[config.mk]
export PLATFORM = sky130hd
export DESIGN_NAME = per_user_fixed_window_rate_limiter
export DESIGN_NICKNAME = d
export VERILOG_FILES = /design/src/rtl/pufwrl_pkg.sv /design/src/rtl/pufwrl_ram.sv /design/src/rtl/per_user_fixed_window_rate_limiter.sv
export SDC_FILE = /design/constraint.sdc
export NUM_CORES = 1
export LEC_CHECK = 0
export BUFFER_PORTS_ARGS = -buffer_cell sky130_fd_sc_hd__clkbuf_2
export CORE_MARGIN = 1.5
export CORE_UTILIZATION = 60
export CTS_BUF_LIST = sky130_fd_sc_hd__clkbuf_16
export DETAILED_ROUTE_END_ITERATION = 8
export GPL_TIMING_DRIVEN = 1
export MAX_ROUTING_LAYER = met4
export PLACE_DENSITY = 0.75
export SYNTH_ARGS = -nofsm -noshare
export SYNTH_HDL_FRONTEND = slang
export SYNTH_SLANG_ARGS = --single-unit
[constraint.sdc]
create_clock -name aclk -period 7.2 [get_ports aclk]
set_input_delay 0.72 -clock aclk [delete_from_list [all_inputs] [get_ports aclk]]
set_output_delay 0.72 -clock aclk [all_outputs]
set_load 0.1 [all_outputs]
[src/rtl/pufwrl_pkg.sv]
// Shared types and constants of the per-user rate limiter.
// Used by the top level and its checker; depends on nothing.
`default_nettype none

package pufwrl_pkg;

    // Default sizes
    localparam int DEF_MAX_USERS = 16;
    localparam int DEF_ID_BITS   = 16;

    // Field and register widths
    localparam int UID_W      = 16;
    localparam int TOK_W      = 8;
    localparam int CD_W       = 16;
    localparam int STAT_W     = 3;
    localparam int CNT_OUT_W  = 5;
    localparam int CFG_IDX_W  = 4;
    localparam int CFG_DATA_W = 16;

    // Register indexes
    localparam logic [CFG_IDX_W-1:0] REG_BUCKET_CAPACITY = 4'd0;
    localparam logic [CFG_IDX_W-1:0] REG_REFILL_PERIOD   = 4'd1;

    // Register reset values
    localparam logic [TOK_W-1:0] CAP_RESET    = 8'd4;
    localparam logic [CD_W-1:0]  PERIOD_RESET = 16'd60;

    // Result status codes
    localparam logic [STAT_W-1:0] STAT_OK        = 3'd0;
    localparam logic [STAT_W-1:0] STAT_REFUSED   = 3'd1;
    localparam logic [STAT_W-1:0] STAT_NOT_FOUND = 3'd2;
    localparam logic [STAT_W-1:0] STAT_FULL      = 3'd3;
    localparam logic [STAT_W-1:0] STAT_DUPLICATE = 3'd4;

    typedef enum logic [1:0] {
        OP_TICK    = 2'd0,
        OP_JOIN    = 2'd1,
        OP_REMOVE  = 2'd2,
        OP_REQUEST = 2'd3
    } op_t;

    typedef struct packed {
        op_t              req_type;
        logic [UID_W-1:0] user_id;
    } pufwrl_in_t;

    typedef struct packed {
        logic [STAT_W-1:0]    status;
        logic [TOK_W-1:0]     tokens_left;
        logic [CNT_OUT_W-1:0] user_count;
    } pufwrl_out_t;

endpackage

`default_nettype wire

[src/rtl/pufwrl_ram.sv]
// Generic simple dual-port RAM: one write port, one registered read port.
// Standalone; no package needed.
`default_nettype none

module pufwrl_ram #(
    parameter int WIDTH = 8,
    parameter int DEPTH = 16
) (
    input  wire logic                                       aclk,
    input  wire logic                                       wr_en,
    input  wire logic [((DEPTH > 1) ? $clog2(DEPTH) : 1)-1:0] wr_addr,
    input  wire logic [WIDTH-1:0]                           wr_data,
    input  wire logic [((DEPTH > 1) ? $clog2(DEPTH) : 1)-1:0] rd_addr,
    output logic      [WIDTH-1:0]                           rd_data
);

    logic [WIDTH-1:0] mem [DEPTH];

    // Write on enable, read every cycle
    always_ff @(posedge aclk) begin
        if (wr_en) begin
            mem[wr_addr] <= wr_data;
        end
        rd_data <= mem[rd_addr];
    end

endmodule

`default_nettype wire

[src/rtl/per_user_fixed_window_rate_limiter.sv]
// Per-user fixed-window rate limiter. A table of MAX_USERS entries holds each
// user's id, token count and refill countdown in one RAM. Every item (tick,
// join, remove, request) walks the whole table once through a single entry
// update/compare unit, one entry per cycle; a tick rewrites each valid entry
// as it passes, any other item then commits at most one write. Every item
// then loads the result register. The steps in order: the accept, the table
// walk through the single RAM read port (reads run one entry ahead of the
// entry unit and are drained at the end), the update and the load of the
// result register. The load waits while an earlier result still waits in
// the result register. The result register lets the next input transfer in
// while a result waits. After reset a clearing pass empties the table; no
// input is taken until it ends, but register writes are taken at any time.
// Depends on pufwrl_pkg and pufwrl_ram.
`default_nettype none

module per_user_fixed_window_rate_limiter #(
    parameter int MAX_USERS = pufwrl_pkg::DEF_MAX_USERS,
    parameter int ID_BITS   = pufwrl_pkg::DEF_ID_BITS
) (
    input  wire logic                                 aclk,
    input  wire logic                                 aresetn,
    input  wire logic                                 s_valid,
    output logic                                      s_ready,
    input  wire pufwrl_pkg::pufwrl_in_t               s_data,
    output logic                                      m_valid,
    input  wire logic                                 m_ready,
    output pufwrl_pkg::pufwrl_out_t                   m_data,
    input  wire logic                                 cfg_valid,
    output logic                                      cfg_ready,
    input  wire logic [pufwrl_pkg::CFG_IDX_W-1:0]     cfg_index,
    input  wire logic [pufwrl_pkg::CFG_DATA_W-1:0]    cfg_data
);
    import pufwrl_pkg::*;

    localparam int IDX_W   = (MAX_USERS > 1) ? $clog2(MAX_USERS) : 1;
    localparam int CTR_W   = IDX_W + 1;
    localparam int CNT_W   = $clog2(MAX_USERS + 1);
    localparam int ENTRY_W = 1 + ID_BITS + TOK_W + CD_W;

    typedef struct packed {
        logic               vld;
        logic [ID_BITS-1:0] id;
        logic [TOK_W-1:0]   tok;
        logic [CD_W-1:0]    cd;
    } entry_t;

    typedef enum logic [2:0] {
        S_CLEAR,
        S_IDLE,
        S_SCAN,
        S_UPDATE,
        S_DONE
    } state_t;

    state_t             state_reg, state_next;
    op_t                op_reg, op_next;
    logic [ID_BITS-1:0] key_reg, key_next;
    logic [CTR_W-1:0]   ctr_reg, ctr_next;
    logic               pend_reg, pend_next;
    logic [IDX_W-1:0]   pend_idx_reg, pend_idx_next;
    logic               hit_reg, hit_next;
    logic [IDX_W-1:0]   hit_idx_reg, hit_idx_next;
    entry_t             hit_ent_reg, hit_ent_next;
    logic               free_reg, free_next;
    logic [IDX_W-1:0]   free_idx_reg, free_idx_next;
    logic [CNT_W-1:0]   count_reg, count_next;
    logic [TOK_W-1:0]   cap_reg, cap_next;
    logic [CD_W-1:0]    period_reg, period_next;
    pufwrl_out_t        res_reg, res_next;
    logic               m_valid_reg, m_valid_next;
    pufwrl_out_t        m_data_reg, m_data_next;

    logic               ram_we;
    logic [IDX_W-1:0]   ram_waddr;
    entry_t             ram_wdata;
    logic [IDX_W-1:0]   ram_raddr;
    logic [ENTRY_W-1:0] ram_rdata;
    entry_t             rd_ent;
    logic [31:0]        id_ext;

    assign rd_ent    = ram_rdata;
    assign id_ext    = 32'(s_data.user_id);
    assign ram_raddr = ctr_reg[IDX_W-1:0];

    pufwrl_ram #(
        .WIDTH (ENTRY_W),
        .DEPTH (MAX_USERS)
    ) u_table (
        .aclk    (aclk),
        .wr_en   (ram_we),
        .wr_addr (ram_waddr),
        .wr_data (ram_wdata),
        .rd_addr (ram_raddr),
        .rd_data (ram_rdata)
    );

    // Sequencer and entry unit
    always_comb begin
        entry_t           upd_ent;
        logic [CNT_W-1:0] cnt_new;
        logic [31:0]      cnt_wide;

        state_next    = state_reg;
        op_next       = op_reg;
        key_next      = key_reg;
        ctr_next      = ctr_reg;
        pend_next     = pend_reg;
        pend_idx_next = pend_idx_reg;
        hit_next      = hit_reg;
        hit_idx_next  = hit_idx_reg;
        hit_ent_next  = hit_ent_reg;
        free_next     = free_reg;
        free_idx_next = free_idx_reg;
        count_next    = count_reg;
        cap_next      = cap_reg;
        period_next   = period_reg;
        res_next      = res_reg;
        m_valid_next  = m_valid_reg;
        m_data_next   = m_data_reg;
        ram_we        = 1'b0;
        ram_waddr     = pend_idx_reg;
        ram_wdata     = '0;
        upd_ent       = rd_ent;
        cnt_new       = count_reg;
        cnt_wide      = 32'(count_reg);

        // Take register writes at any time
        if (cfg_valid) begin
            if (cfg_index == REG_BUCKET_CAPACITY) begin
                cap_next = cfg_data[TOK_W-1:0];
            end else if (cfg_index == REG_REFILL_PERIOD) begin
                period_next = cfg_data[CD_W-1:0];
            end
        end

        // Drop the result once transferred
        if (m_valid_reg && m_ready) begin
            m_valid_next = 1'b0;
        end

        unique case (state_reg)
            S_CLEAR: begin
                // Clear one entry per cycle
                ram_we    = 1'b1;
                ram_waddr = ctr_reg[IDX_W-1:0];
                ram_wdata = '0;
                if (ctr_reg == CTR_W'(MAX_USERS - 1)) begin
                    ctr_next   = '0;
                    state_next = S_IDLE;
                end else begin
                    ctr_next = ctr_reg + 1'b1;
                end
            end

            S_IDLE: begin
                if (s_valid) begin
                    op_next    = s_data.req_type;
                    key_next   = id_ext[ID_BITS-1:0];
                    ctr_next   = '0;
                    pend_next  = 1'b0;
                    hit_next   = 1'b0;
                    free_next  = 1'b0;
                    state_next = S_SCAN;
                end
            end

            S_SCAN: begin
                // Issue the next read
                if (ctr_reg != CTR_W'(MAX_USERS)) begin
                    ctr_next      = ctr_reg + 1'b1;
                    pend_next     = 1'b1;
                    pend_idx_next = ctr_reg[IDX_W-1:0];
                end else begin
                    pend_next = 1'b0;
                end

                // Process the entry read last cycle
                if (pend_reg) begin
                    if (op_reg == OP_TICK) begin
                        if (rd_ent.vld) begin
                            if (rd_ent.cd <= CD_W'(1)) begin
                                upd_ent.tok = cap_reg;
                                upd_ent.cd  = period_reg;
                            end else begin
                                upd_ent.cd = rd_ent.cd - 1'b1;
                            end
                            ram_we    = 1'b1;
                            ram_waddr = pend_idx_reg;
                            ram_wdata = upd_ent;
                        end
                    end else begin
                        if (rd_ent.vld && (rd_ent.id == key_reg) && !hit_reg) begin
                            hit_next     = 1'b1;
                            hit_idx_next = pend_idx_reg;
                            hit_ent_next = rd_ent;
                        end
                        if (!rd_ent.vld && !free_reg) begin
                            free_next     = 1'b1;
                            free_idx_next = pend_idx_reg;
                        end
                    end
                end

                if ((ctr_reg == CTR_W'(MAX_USERS)) && !pend_reg) begin
                    state_next = S_UPDATE;
                end
            end

            S_UPDATE: begin
                res_next.status      = STAT_OK;
                res_next.tokens_left = '0;
                unique case (op_reg)
                    OP_TICK: begin
                    end
                    OP_JOIN: begin
                        if (hit_reg) begin
                            res_next.status = STAT_DUPLICATE;
                        end else if (!free_reg) begin
                            res_next.status = STAT_FULL;
                        end else begin
                            upd_ent.vld = 1'b1;
                            upd_ent.id  = key_reg;
                            upd_ent.tok = cap_reg;
                            upd_ent.cd  = period_reg;
                            ram_we      = 1'b1;
                            ram_waddr   = free_idx_reg;
                            ram_wdata   = upd_ent;
                            cnt_new     = count_reg + 1'b1;
                            res_next.tokens_left = cap_reg;
                        end
                    end
                    OP_REMOVE: begin
                        if (!hit_reg) begin
                            res_next.status = STAT_NOT_FOUND;
                        end else begin
                            ram_we    = 1'b1;
                            ram_waddr = hit_idx_reg;
                            ram_wdata = '0;
                            if (count_reg != '0) begin
                                cnt_new = count_reg - 1'b1;
                            end
                        end
                    end
                    OP_REQUEST: begin
                        if (!hit_reg) begin
                            res_next.status = STAT_NOT_FOUND;
                        end else if (hit_ent_reg.tok != '0) begin
                            upd_ent     = hit_ent_reg;
                            upd_ent.tok = hit_ent_reg.tok - 1'b1;
                            ram_we      = 1'b1;
                            ram_waddr   = hit_idx_reg;
                            ram_wdata   = upd_ent;
                            res_next.tokens_left = upd_ent.tok;
                        end else begin
                            res_next.status = STAT_REFUSED;
                        end
                    end
                    default: begin
                    end
                endcase
                cnt_wide            = 32'(cnt_new);
                count_next          = cnt_new;
                res_next.user_count = cnt_wide[CNT_OUT_W-1:0];
                state_next          = S_DONE;
            end

            S_DONE: begin
                // Hold until the result register is free
                if (!m_valid_reg || m_ready) begin
                    m_valid_next = 1'b1;
                    m_data_next  = res_reg;
                    state_next   = S_IDLE;
                end
            end

            default: begin
                state_next = S_IDLE;
            end
        endcase
    end

    // State and registered outputs
    always_ff @(posedge aclk) begin
        if (!aresetn) begin
            state_reg   <= S_CLEAR;
            ctr_reg     <= '0;
            pend_reg    <= 1'b0;
            hit_reg     <= 1'b0;
            free_reg    <= 1'b0;
            count_reg   <= '0;
            cap_reg     <= CAP_RESET;
            period_reg  <= PERIOD_RESET;
            m_valid_reg <= 1'b0;
        end else begin
            state_reg    <= state_next;
            ctr_reg      <= ctr_next;
            pend_reg     <= pend_next;
            hit_reg      <= hit_next;
            free_reg     <= free_next;
            count_reg    <= count_next;
            cap_reg      <= cap_next;
            period_reg   <= period_next;
            m_valid_reg  <= m_valid_next;
            op_reg       <= op_next;
            key_reg      <= key_next;
            pend_idx_reg <= pend_idx_next;
            hit_idx_reg  <= hit_idx_next;
            hit_ent_reg  <= hit_ent_next;
            free_idx_reg <= free_idx_next;
            res_reg      <= res_next;
            m_data_reg   <= m_data_next;
        end
    end

    assign s_ready   = (state_reg == S_IDLE);
    assign cfg_ready = 1'b1;
    assign m_valid   = m_valid_reg;
    assign m_data    = m_data_reg;

endmodule

`default_nettype wire

==> impl_results.md, run 1 <==
* First-pass GRT wire length at about 110 mm
* Setup CP Type: reg2reg
* Final design utilization at roughly two thirds
* Slew Limit Headroom at a little over an eighth
* Critical Path RT at ~7500 ps
* Distinct cells, synth at 70
* Post-layout min period at about 4000 ps
* Synth async-reset ratio at 0%
* Fillers at between 3000 and 4000
* CP Max Fanout at 19
* Yosys warnings at 0
* Root Buffer: clkbuf_16
* Vias at 16600
* Area of the die at roughly 0.056 sq mm
* Dpl hpwl at approximately 39 mm
* Fin Setup TNS at 0 ps
* Skew final at between 20 and 25 ps
* Congestion Overflow GR at 0
* Vias in the first global route at 16800
* P&R area growth vs syn at 12.0%
* CTS HTree Levels at 3
* Syn nets at roughly 1700
* Max Freq at between 0.2 and 0.25 GHz
* Die height at between 200 and 250 microns
* Remaining DRCs at 0
* Post-CTS Setup Repair Bufs at 0
* Final setup violation count at 0
* Worst vdd ir at about 0.18 mV
* Top_reg_cell synth: edfxtp_1
* Cells after Synth at approximately 1600
* Startpoint types: flop
* CTS tree: built
* Post-Syn Area at 0.0326 sq mm
* Clock insertion delay at the later pin of the skew report at between 600 and 700 ps
* Area of the multi-input gates at 0.00789 sq mm
* Max-Cap Viols at 0
* Reg area at between 0.02 and 0.025 sq mm
* Share of cells above drive strength 1 at a little over a quarter
* Detailed-route vias per instance at around 6.6
* CTS sink count at about 840
* Largest register FFs at approximately 660
* Number of I/O port buffers at 60
* Largest net degree at the start of global routing at a little under 90
* Setup WS pre-CTS at 3230 ps
* Number of nets in the layout at between 1500 and 2000
* Post-CTS Hold Fix Bufs at 0
* Power per Cell Area at roughly 320 mW/mm^2
* Iteration count of the initial detailed-routing pass at 6
* RSZ-0062 raised after global routing: false
* WL/cell at around 29 microns
* Syn_area_per_cell at between 20 and 25 sq um
* Routed Antenna Nets at 0
* Status: complete, no violations
* Worst slew pin tran at about 1300 ps
* Chip Width at between 200 and 250 microns
* EDFF count, synth at between 700 and 800
* Final RePlAce weighted congestion at about 0.85
* Post-synthesis sequential area ratio at approximately three quarters
* Final hold vios at 0
* Leakage power at approximately 11 nW
* Total CTS buffers at 81
* Row count at 85
* Tcrit/Tclk final at between 50% and 60%
* Worst Hold Class: in2reg
* CP Capture Type: flop
* Worst setup margin at approximately 3200 ps
* Data arrival, critical path at around 4300 ps
* CORE AREA at ~0.054 sq mm
* Clock transition at the registers of the reported paths at 60 ps
* Starting Density at 60.7%
* Routed WL at around 70 mm
* Slew Limit Fails at 0
* #FFs+latches synth at 841
* CTS resizes at 0
* Initial antenna violation count at 1
* Gr usage total at around 27%
* Clock buffer depth at 3
* Top Ports at 62
* First DRT Iteration DRCs at about 2100
==> metrics by stage <==
| step | instance area (sq um) | hold slack [ps] | power [mW] | std cells |
|---|---|---|---|---|
| 2_1_floorplan | 32600 | 400 | 7.29 | 1630 |
| 3_3_place_gp | 34100 | 406 | 7.77 | 2366 |
| 3_5_place_dp | 34100 | 405 | 7.82 | 2366 |
| 4_1_cts | 36600 | 242 | 11.8 | 2515 |
| 5_1_grt | 36600 | 255 | 12.1 | 2516 |
| 6_report | 36600 | 271 | 11.7 | 2516 |
==> cell type report <==
class / count / area share, %
clock buffer: 82 / 5.61
multi-input combinational: 681 / 21.6
antenna: 1 / 0.00685
inverter: 23 / 0.236
tap: 696 / 2.38
timing repair buffer: 125 / 2.19
sequential: 841 / 66.9
clock inverter: 67 / 1.12
==> final timing paths <==
check,startpoint,endpoint,slack (ps),cells past startpoint
worst min register to register,res_reg[0],m_data[0],420,0
worst max register to register,hit_ent_reg[16],u_table.mem[0][13],3190,8
worst min-delay path,s_data[12],key_reg[12],270,1
worst max-delay path,hit_ent_reg[16],u_table.mem[0][13],3190,8
==> cell usage after synthesis, types with 8 or more instances <==
| cell | number | share of area [%] |
|---|---|---|
| ha_1 | 14 | 0.54 |
| nor2_1 | 71 | 0.82 |
| inv_1 | 22 | 0.25 |
| o22ai_1 | 9 | 0.17 |
| xnor2_1 | 27 | 0.72 |
| mux2i_1 | 36 | 1.1 |
| dfxtp_1 | 82 | 5.0 |
| mux4_2 | 205 | 14 |
| nand4_1 | 8 | 0.15 |
| a21oi_1 | 19 | 0.29 |
| o21ai_0 | 41 | 0.63 |
| o32ai_1 | 11 | 0.30 |
| buf_1 | 13 | 0.15 |
| a22oi_1 | 32 | 0.74 |
| xor2_1 | 10 | 0.27 |
| nand3_1 | 15 | 0.23 |
| clkbuf_1 | 49 | 0.56 |
| nor4_1 | 19 | 0.36 |
| buf_2 | 20 | 0.31 |
| nand2_1 | 60 | 0.69 |
| nor3_1 | 9 | 0.14 |
| edfxtp_1 | 759 | 70 |
==> power by group <==
part / internal (mW) / leakage, nW / switching [mW]
clock: 2.21 / 1.30 / 1.75
combinational: 0.769 / 2.74 / 0.828
sequential: 5.81 / 6.88 / 0.335
==> layer usage <==
layer / up-vias / track usage [%] / part of all wire, %
li1: 6948 / - / -
met1: 8694 / 37.3 / 40
met2: 809 / 42.5 / 49
met3: 157 / 4.69 / 7.9
met4: 0 / 9.54 / 2.9
met5: - / - / 0
==> worst max-delay path: stages, from the launching register on <==
cell and delay (ps):
edfxtp_1 420, inv_1 110, ha_1 140, nor3b_1 550, a21o_1 440, nor2_4 110, a221o_1 550, nor4_2 840
buf_4 480
==> cells by family (layout without fill, tap and decap cells) <==
logic type | count (synthesis) | after routing | share of synthesized area, %
AOI/OAI and AO/OA | 158 | 158 | 3.36
xor gates and xnor gates | 37 | 37 | 0.993
adders and majority gates | 14 | 14 | 0.537
buffers and inverters | 108 | 297 | 1.36
DFF | 841 | 841 | 74.9
muxes | 241 | 241 | 15.2
other | 1 | 2 | 0.0115
and+or+nand+nor | 230 | 230 | 3.63
==> cells in the final DEF, fill, tap and decap left out, types with 4 or more instances in the layout <==
cell and count:
nor3b_1 5, a22oi_1 32, o22ai_1 9, mux2i_1 36, clkbuf_16 82, nand3_1 15
xor2_1 10, nor2_1 68, nor4_2 18, dfxtp_1 78, bufinv_16 4, a21oi_1 18
nand4_1 8, o2bb2ai_1 6, o32ai_1 11, ha_1 14, clkinv_2 16, nor3_1 9
nand2b_1 6, buf_4 64, clkinv_1 16, inv_1 47, a211oi_1 4, xnor2_1 27
o21ai_0 38, nand3b_1 5, clkbuf_2 60, edfxtp_1 759, mux4_2 205, o21ai_1 8
nand2_1 60
No activity file was read; power rests on OpenSTA's default activity.
==> run 2: changes to the inputs <==
Clock period 7.2 ns to 3.95 ns, I/O delays scaled along.
==> run 2 against run 1 <==
Compared with the run above:
- die area is the same
- setup slack lost 2600 ps
- final cell count grew 1.6%
- core utilization grew 1.5 points
- global-route usage grew 0.81 points
- sequential power grew 81%
- clock skew shrank 6.9 ps
- first-iteration DRC count shrank 10%
==> impl_results.md, run 2 (synthesized netlist as in run 1, its figures left out) <==
* CORE AREA at 0.0538 sq mm (unchanged)
* Global-route met2 utilization at 44.1% (was 42.5%)
* Final design utilization at 69.5% (was 67.9%)
* Routed WL at 74.1 mm (was 71.7 mm)
* WL/cell at 29.0 microns (was 28.5 microns)
* First DRT Iteration DRCs at 1878 (was 2094)
* Post-CTS Setup Repair Bufs at 0 (unchanged)
* Vias at 16900 (was 16600)
* Initial antenna violation count at 1 (unchanged)
* Area of the die at 0.0558 sq mm (unchanged)
* Grt peak-use layer: met2 (unchanged)
* Worst r2r src: hit_ent_reg[16] (unchanged)
* Starting Density at 60.7% (unchanged)
* Tcrit/Tclk final at 85.9% (was 55.6%)
* CTS sink count at 841 (unchanged)
* CP Launch Point: hit_ent_reg[16] (unchanged)
* Worst slew pin tran at 1300 ps (about the same)
* Final RePlAce weighted congestion at 0.886 (was 0.850)
* Worst r2r path cells at 9 (was 8)
* Skew final at 16.6 ps (was 23.5 ps)
* Crit path to: u_table.mem[8][27] (was u_table.mem[0][13])
* P&R area growth vs syn at 14.6% (was 12.0%)
* Power per Cell Area at 583 mW/mm^2 (was 320 mW/mm^2)
* Chip Width at 236 microns (unchanged)
* Vias in the first global route at 17200 (was 16800)
* Iteration count of the initial detailed-routing pass at 5 (was 6)
* Status: complete, no violations (unchanged)
* Congestion Overflow GR at 0 (unchanged)
* Reg2reg end: u_table.mem[8][27] (was u_table.mem[0][13])
* Routed Antenna Nets at 0 (unchanged)
* Share of cells above drive strength 1 at 27.3% (was 26.4%)
* Setup CP Type: reg2reg (unchanged)
* CTS tree: built (unchanged)
* Final setup violation count at 0 (unchanged)
* Max-Cap Viols at 0 (unchanged)
* Clock buffer depth at 3 (unchanged)
* Post-layout min period at 3390 ps (was 4010 ps)
* Critical Path RT at 4230 ps (was 7480 ps)
* Worst vdd ir at 0.380 mV (was 0.184 mV)
* Placed cell count at 2385 (was 2366)
* Clock insertion delay at the later pin of the skew report at 610 ps (was 630 ps)
* Final hold vios at 0 (unchanged)
* Worst reg2reg setup slack at 560 ps (was 3190 ps)
* Total CTS buffers at 83 (was 81)
* CTS resizes at 0 (unchanged)
* Largest register FFs at 656 (unchanged)
* Leakage power at 11.2 nW (was 10.9 nW)
* Post-CTS Hold Fix Bufs at 18 (was 0)
* Top Ports at 62 (unchanged)
* CP Max Fanout at 16 (was 19)
* First-pass GRT wire length at 110 mm (was 107 mm)
* CTS HTree Levels at 3 (unchanged)
* Detailed-route vias per instance at 6.59 (was 6.60)
* Root Buffer: clkbuf_16 (unchanged)
* Remaining DRCs at 0 (unchanged)
* Slew Limit Fails at 0 (unchanged)
* Dpl hpwl at 41.0 mm (was 38.9 mm)
* Setup WS pre-CTS at 564 ps (was 3230 ps)
* Clock transition at the registers of the reported paths at 60 ps (about the same)
* Commonest non-fill, non-tap cell in the layout: edfxtp_1 (unchanged)
* Number of nets in the layout at 1849 (was 1810)
* Worst setup margin at 556 ps (was 3190 ps)
* Max Freq at 0.295 GHz (was 0.250 GHz)
* Worst Hold Class: in2reg (unchanged)
* Layout Cells excl Fill at 2555 (was 2516)
* Number of I/O port buffers at 60 (unchanged)
* Die height at 236 microns (unchanged)
* Data arrival, critical path at 3680 ps (was 4290 ps)
* Gr usage total at 28.1% (was 27.3%)
* RSZ-0062 raised after global routing: false (unchanged)
* Hold WS at 22.1 ps (was 271 ps)
* Row count at 85 (unchanged)
* Slew Limit Headroom at 13.1% (was 13.6%)
* Most frequent cells in the layout: edfxtp_1 (759), mux4_2 (205), clkbuf_16 (87), dfxtp_1 (78), nor2_1 (68) (was edfxtp_1 (759), mux4_2 (205), clkbuf_16 (82), dfxtp_1 (78), nor2_1 (68))
* Largest net degree at the start of global routing at 103 (was 88)
* Met1 Track Usage GR at 37.6% (was 37.3%)
* Global Route met3 Usage at 5.38% (was 4.69%)
* Startpoint types: flop (unchanged)
* CP Capture Type: flop (unchanged)
run 2: critical path, cell delays in order (launching register included):
cell and delay, ps:
edfxtp_1 410, inv_1 110, ha_1 150, nor3b_1 220, buf_4 180, a21o_1 350, nor2_4 120, a221o_1 660
nor4_4 490, buf_4 350
run 2: final cells by class:
class | instances | area (sq um)
flip-flops and latches | 841 | 24400
clock inverters | 64 | 393
well taps | 696 | 871
inverters | 23 | 86.3
diodes | 1 | 2.50
fillers | 3187 | 16400
clock buffers | 87 | 2180
repair buffers | 162 | 1370
multi-input cells | 681 | 8040
run 2: how the worst min path moves through the flow:
stage / slack, ps / startpoint / to / cells after the start
2_1_floorplan: 400 / res_reg[0] / m_data[0] / 0
3_3_place_gp: 400 / res_reg[13] / m_data[13] / 0
3_5_place_dp: 400 / res_reg[5] / m_data[5] / 0
4_1_cts: 4 / cfg_data[11] / period_reg[11] / 3
5_1_grt: 20 / cfg_data[11] / period_reg[11] / 3
6_report: 20 / cfg_data[11] / period_reg[11] / 3
run 2: through the flow:
stage                     TNS, ps  area (sq um)  total power [mW]
after CTS                       0         37400              21.9
after detailed placement        0         34600              14.4
after global placement          0         34600              14.3
final                           0         37400              21.8
after global routing            0         37400              22.5
after floorplan           -359710         32800              13.3
run 2: power breakdown:
group	internal, mW	switching, mW	leakage [nW]
Combinational	1.52	1.69	3.00
Clock	4.23	3.23	1.33
Sequential	10.6	0.532	6.88
Total	16.3	5.45	11.2
run 2: routing by layer:
metal / routed length [microns] / part of all wire (%)
met5: 0 / 0
met4: 2280 / 3.1
met3: 6540 / 8.8
met2: 36700 / 49
met1: 28600 / 39
==> run 3: changes to the inputs <==
Settings changed: CORE_MARGIN 1.5 to not set, SKIP_CTS_REPAIR_TIMING set to 1.
==> run 3 against run 2 <==
Compared with the run above:
- the run now fails in 5_2_route
- global-route usage rose by 0.89 points
- synthesized cell count did not move
- area after synthesis did not move
==> impl_results.md, run 3 <==
* Failed at: 5_2_route
* Post-synthesis sequential area ratio at 74.9% (unchanged)
* Yosys warnings at 0 (unchanged)
* Cells after Synth at 1630 (unchanged)
* Congestion Overflow GR at 0 (unchanged)
* Synth top area share at 69.8% (unchanged)
* Syn_area_per_cell at 20.0 sq um (unchanged)
* First-pass GRT wire length at 112 mm (was 110 mm)
* Placed cell count at 2391 (was 2385)
* Total CTS buffers at 83 (unchanged)
* Die height at 235 microns (was 236 microns)
* Status: stopped before the end (was complete, no violations)
* Gr usage total at 29.0% (was 28.1%)
* Root Buffer: clkbuf_16 (unchanged)
* Top Ports at 62 (unchanged)
* Initial antenna violation count at 1 (unchanged)
* Yosys top cell by area: edfxtp_1 (unchanged)
* Tool error: [ERROR DRT-0255] Maze Route cannot find path of net m_data[6] in worker of routeBox ( 193200 96600 ) ( 235235 144900 ).
* EDFF count, synth at 759 (unchanged)
* Syn nets at 1687 (unchanged)
* Synth area leaders: edfxtp_1 (70%), mux4_2 (14%), dfxtp_1 (5.0%) (unchanged)
* Row count at 85 (unchanged)
* Largest net degree at the start of global routing at 133 (was 103)
* CTS HTree Levels at 3 (unchanged)
* Starting Density at 60.7% (unchanged)
* Commonest cells post-synth: edfxtp_1 (759), mux4_2 (205), dfxtp_1 (82), nor2_1 (71), nand2_1 (60) (unchanged)
* Post-Syn Area at 0.0326 sq mm (unchanged)
* Vias in the first global route at 17200 (about the same)
* Final RePlAce weighted congestion at 0.865 (was 0.886)
* CTS sink count at 841 (unchanged)
* Chip Width at 235 microns (was 236 microns)
* Top_reg_cell synth: edfxtp_1 (unchanged)
* Most numerous cell in the Yosys netlist: edfxtp_1 (unchanged)
* Number of I/O port buffers at 60 (unchanged)
* Clock buffer depth at 3 (unchanged)
* Dpl hpwl at 41.7 mm (was 41.0 mm)
* #FFs+latches synth at 841 (unchanged)
* Synth async-reset ratio at 0% (unchanged)
* Distinct cells, synth at 70 (unchanged)
[run 3: cell counts after synthesis]
No cell type changed its count.
[run 3: metrics by stage]
step	cell area, sq um	setup TNS [ps]	hold WS [ps]	setup slack (ps)	util [%]
floorplan	32800	-359710	400	-687	-
CTS	37400	0	-85.7	512	69.5
global placement	34600	0	402	609	64.4
detailed placement	34600	0	405	544	64.4
global route	37600	0	13.5	336	69.9
[run 3: kinds of logic after synthesis]
group,count (synthesis),synth area share [%]
adders and majority gates,14,0.537
muxes,241,15.2
DFF,841,74.9
and+or+nand+nor,230,3.63
buffers and inverters,108,1.36
other,1,0.0115
xor gates and xnor gates,37,0.993
AOI/OAI and AO/OA,158,3.36
[run 3: layer usage]
layer	global-route usage (%)
met2	45.9
met4	9.29
met5	-
met1	39.8
met3	4.15
==> run 4: changes to the inputs <==
Settings changed: CORE_UTILIZATION 60 to 40, CTS_BUF_LIST sky130_fd_sc_hd__clkbuf_16 to not set, MAX_ROUTING_LAYER met4 to not set, PLACE_DENSITY 0.75 to not set, PLACE_DENSITY_LB_ADDON set to 0.15.
==> run 4 against run 3 <==
Compared with the run above:
- the flow now finishes, with violations (DRC)
- global-route usage decreased by 9.8 points
==> impl_results.md, run 4 (synthesized netlist as in run 1, its figures left out) <==
* Final RePlAce weighted congestion at 0.824 (was 0.865)
* Die height at 288 microns (was 235 microns)
* Slew Limit Headroom at 16.4%
* Clock insertion delay at the later pin of the skew report at between 600 and 700 ps
* Clock transition at the registers of the reported paths at roughly 60 ps
* Number of I/O port buffers at 60 (unchanged)
* Final hold vios at 0
* Setup WS pre-CTS at 475 ps (was 544 ps)
* Internal power at 16.8 mW
* Vias in the first global route at 16600 (was 17200)
* Final setup violation count at 0
* Placed cell area at 0.0352 sq mm (was 0.0346 sq mm)
* Chip Width at 288 microns (was 235 microns)
* Layout Cells excl Fill at around 3000
* Finished Cell Area at 0.0382 sq mm
* Worst r2r src: op_reg[0]
* Seq pwr share at approximately half
* Root Buffer: clkbuf_16 (unchanged)
* Worst Hold Class: in2reg
* CP Max Fanout at 21
* Sw power at between 5 and 6 mW
* Commonest non-fill, non-tap cell in the layout: edfxtp_1
* Data arrival, critical path at approximately 3800 ps
* Most frequent cells in the layout: edfxtp_1 (759), mux4_2 (205), clkbuf_16 (91), dfxtp_1 (78), buf_4 (75)
* Routed Antenna Nets at 0
* CTS HTree Levels at 3 (unchanged)
* Design Power at around 23 mW
* Worst vdd ir at roughly 0.36 mV
* Number of nets in the layout at 1865
* Status: finished with violations (was stopped before the end)
* CP Launch Point: op_reg[0]
* HP Start: cfg_data[3]
* Failing checks: DRC
* Vias at 16400
* Max Freq at ~0.29 GHz
* Leakage power at approximately 11 nW
* CTS tree: built
* Largest net degree at the start of global routing at 104 (was 133)
* Power per Cell Area at approximately 590 mW/mm^2
* Post-layout min period at 3500 ps
* RSZ-0062 raised after global routing: false
* Remaining DRCs at 8
* Dpl hpwl at 46.7 mm (was 41.7 mm)
* Detailed-route vias per instance at approximately 5.6
* Area of the die at around 0.083 sq mm
* Congestion Overflow GR at 0 (unchanged)
* Routed WL at approximately 78 mm
* Starting Density at 40.5% (was 60.7%)
* Top Ports at 62 (unchanged)
* Gate power share at between 10% and 20%
* Largest register FFs at roughly 660
* Fraction of power spent switching nets at 25.5%
* First DRT Iteration DRCs at ~1300
* Tcrit/Tclk final at roughly 89%
* Setup CP Type: reg2reg
* Row count at 104 (was 85)
* Placed cell count at 2759 (was 2391)
* Worst slew pin tran at around 1300 ps
* Total CTS buffers at 89 (was 83)
* Clock buffer depth at 3 (unchanged)
* Skew final at about 26 ps
* # diodes at 0
* Iteration count of the initial detailed-routing pass at 9
* P&R area growth vs syn at 16.9%
* Clock network fraction of design power at 35.8%
* Critical Path RT at 4210 ps
* Share of cells above drive strength 1 at 28.3%
* Hold WS at 16.4 ps
* Worst setup margin at 445 ps
* Startpoint types: flop
* Fillers at between 6000 and 7000
* First-pass GRT wire length at 115 mm (was 112 mm)
* CORE AREA at 0.0807 sq mm
* Initial antenna violation count at 1 (unchanged)
* CP Capture Type: flop
* WL/cell at 26.6 microns
* Gr usage total at 19.2% (was 29.0%)
* Max-Cap Viols at 0
* Slew Limit Fails at 0
* CTS sink count at 841 (unchanged)
-- run 4: path summary, 6_finish.rpt --
path | endpoint | slack [ps] | cells past startpoint
worst min register to register | m_data[10] | 420 | 0
worst max-delay path | u_table.mem[2][11] | 450 | 8
worst min-delay path | period_reg[3] | 20 | 3
worst max register to register | u_table.mem[2][11] | 450 | 8
-- run 4: final cells by class --
class	instances	area, sq um	area share, %
multi-input cells	681	8060	21.1
inverters	23	86.3	0.226
well taps	1060	1330	3.48
clock inverters	53	422	1.11
clock buffers	110	2390	6.26
flip-flops and latches	841	24400	64.1
repair buffers	172	1420	3.73
-- run 4: critical path, cell delays in order, from the launching register on --
cell and delay, ps:
edfxtp_1 390, inv_1 80, ha_1 340, o21ba_1 230
a31oi_1 270, o221ai_2 240, a221o_1 650, nor4_4 490
buf_4 440
-- run 4: power groups by stage --
stage               clock network, mW  registers (mW)  logic (mW)
global route                     8.58            11.1        3.66
global placement                    0            11.2        3.47
finish                           8.06            11.0        3.44
CTS                              8.25            11.0        3.49
floorplan                           0            11.0        2.26
detailed placement                  0            11.2        3.48
-- run 4: stage by stage --
step	utilization, %	setup TNS [ps]
2_1_floorplan	-	-359710
3_3_place_gp	43.6	0
3_5_place_dp	43.6	0
4_1_cts	47.1	0
5_1_grt	47.3	0
6_report	47.3	0
-- run 4: layer usage --
layer	part of all wire, %	GRT usage, %	up-vias
li1	-	-	7086
met1	46	28.4	8713
met2	46	29.2	490
met3	5.9	3.35	97
met4	2.0	5.30	0
met5	0	0	-
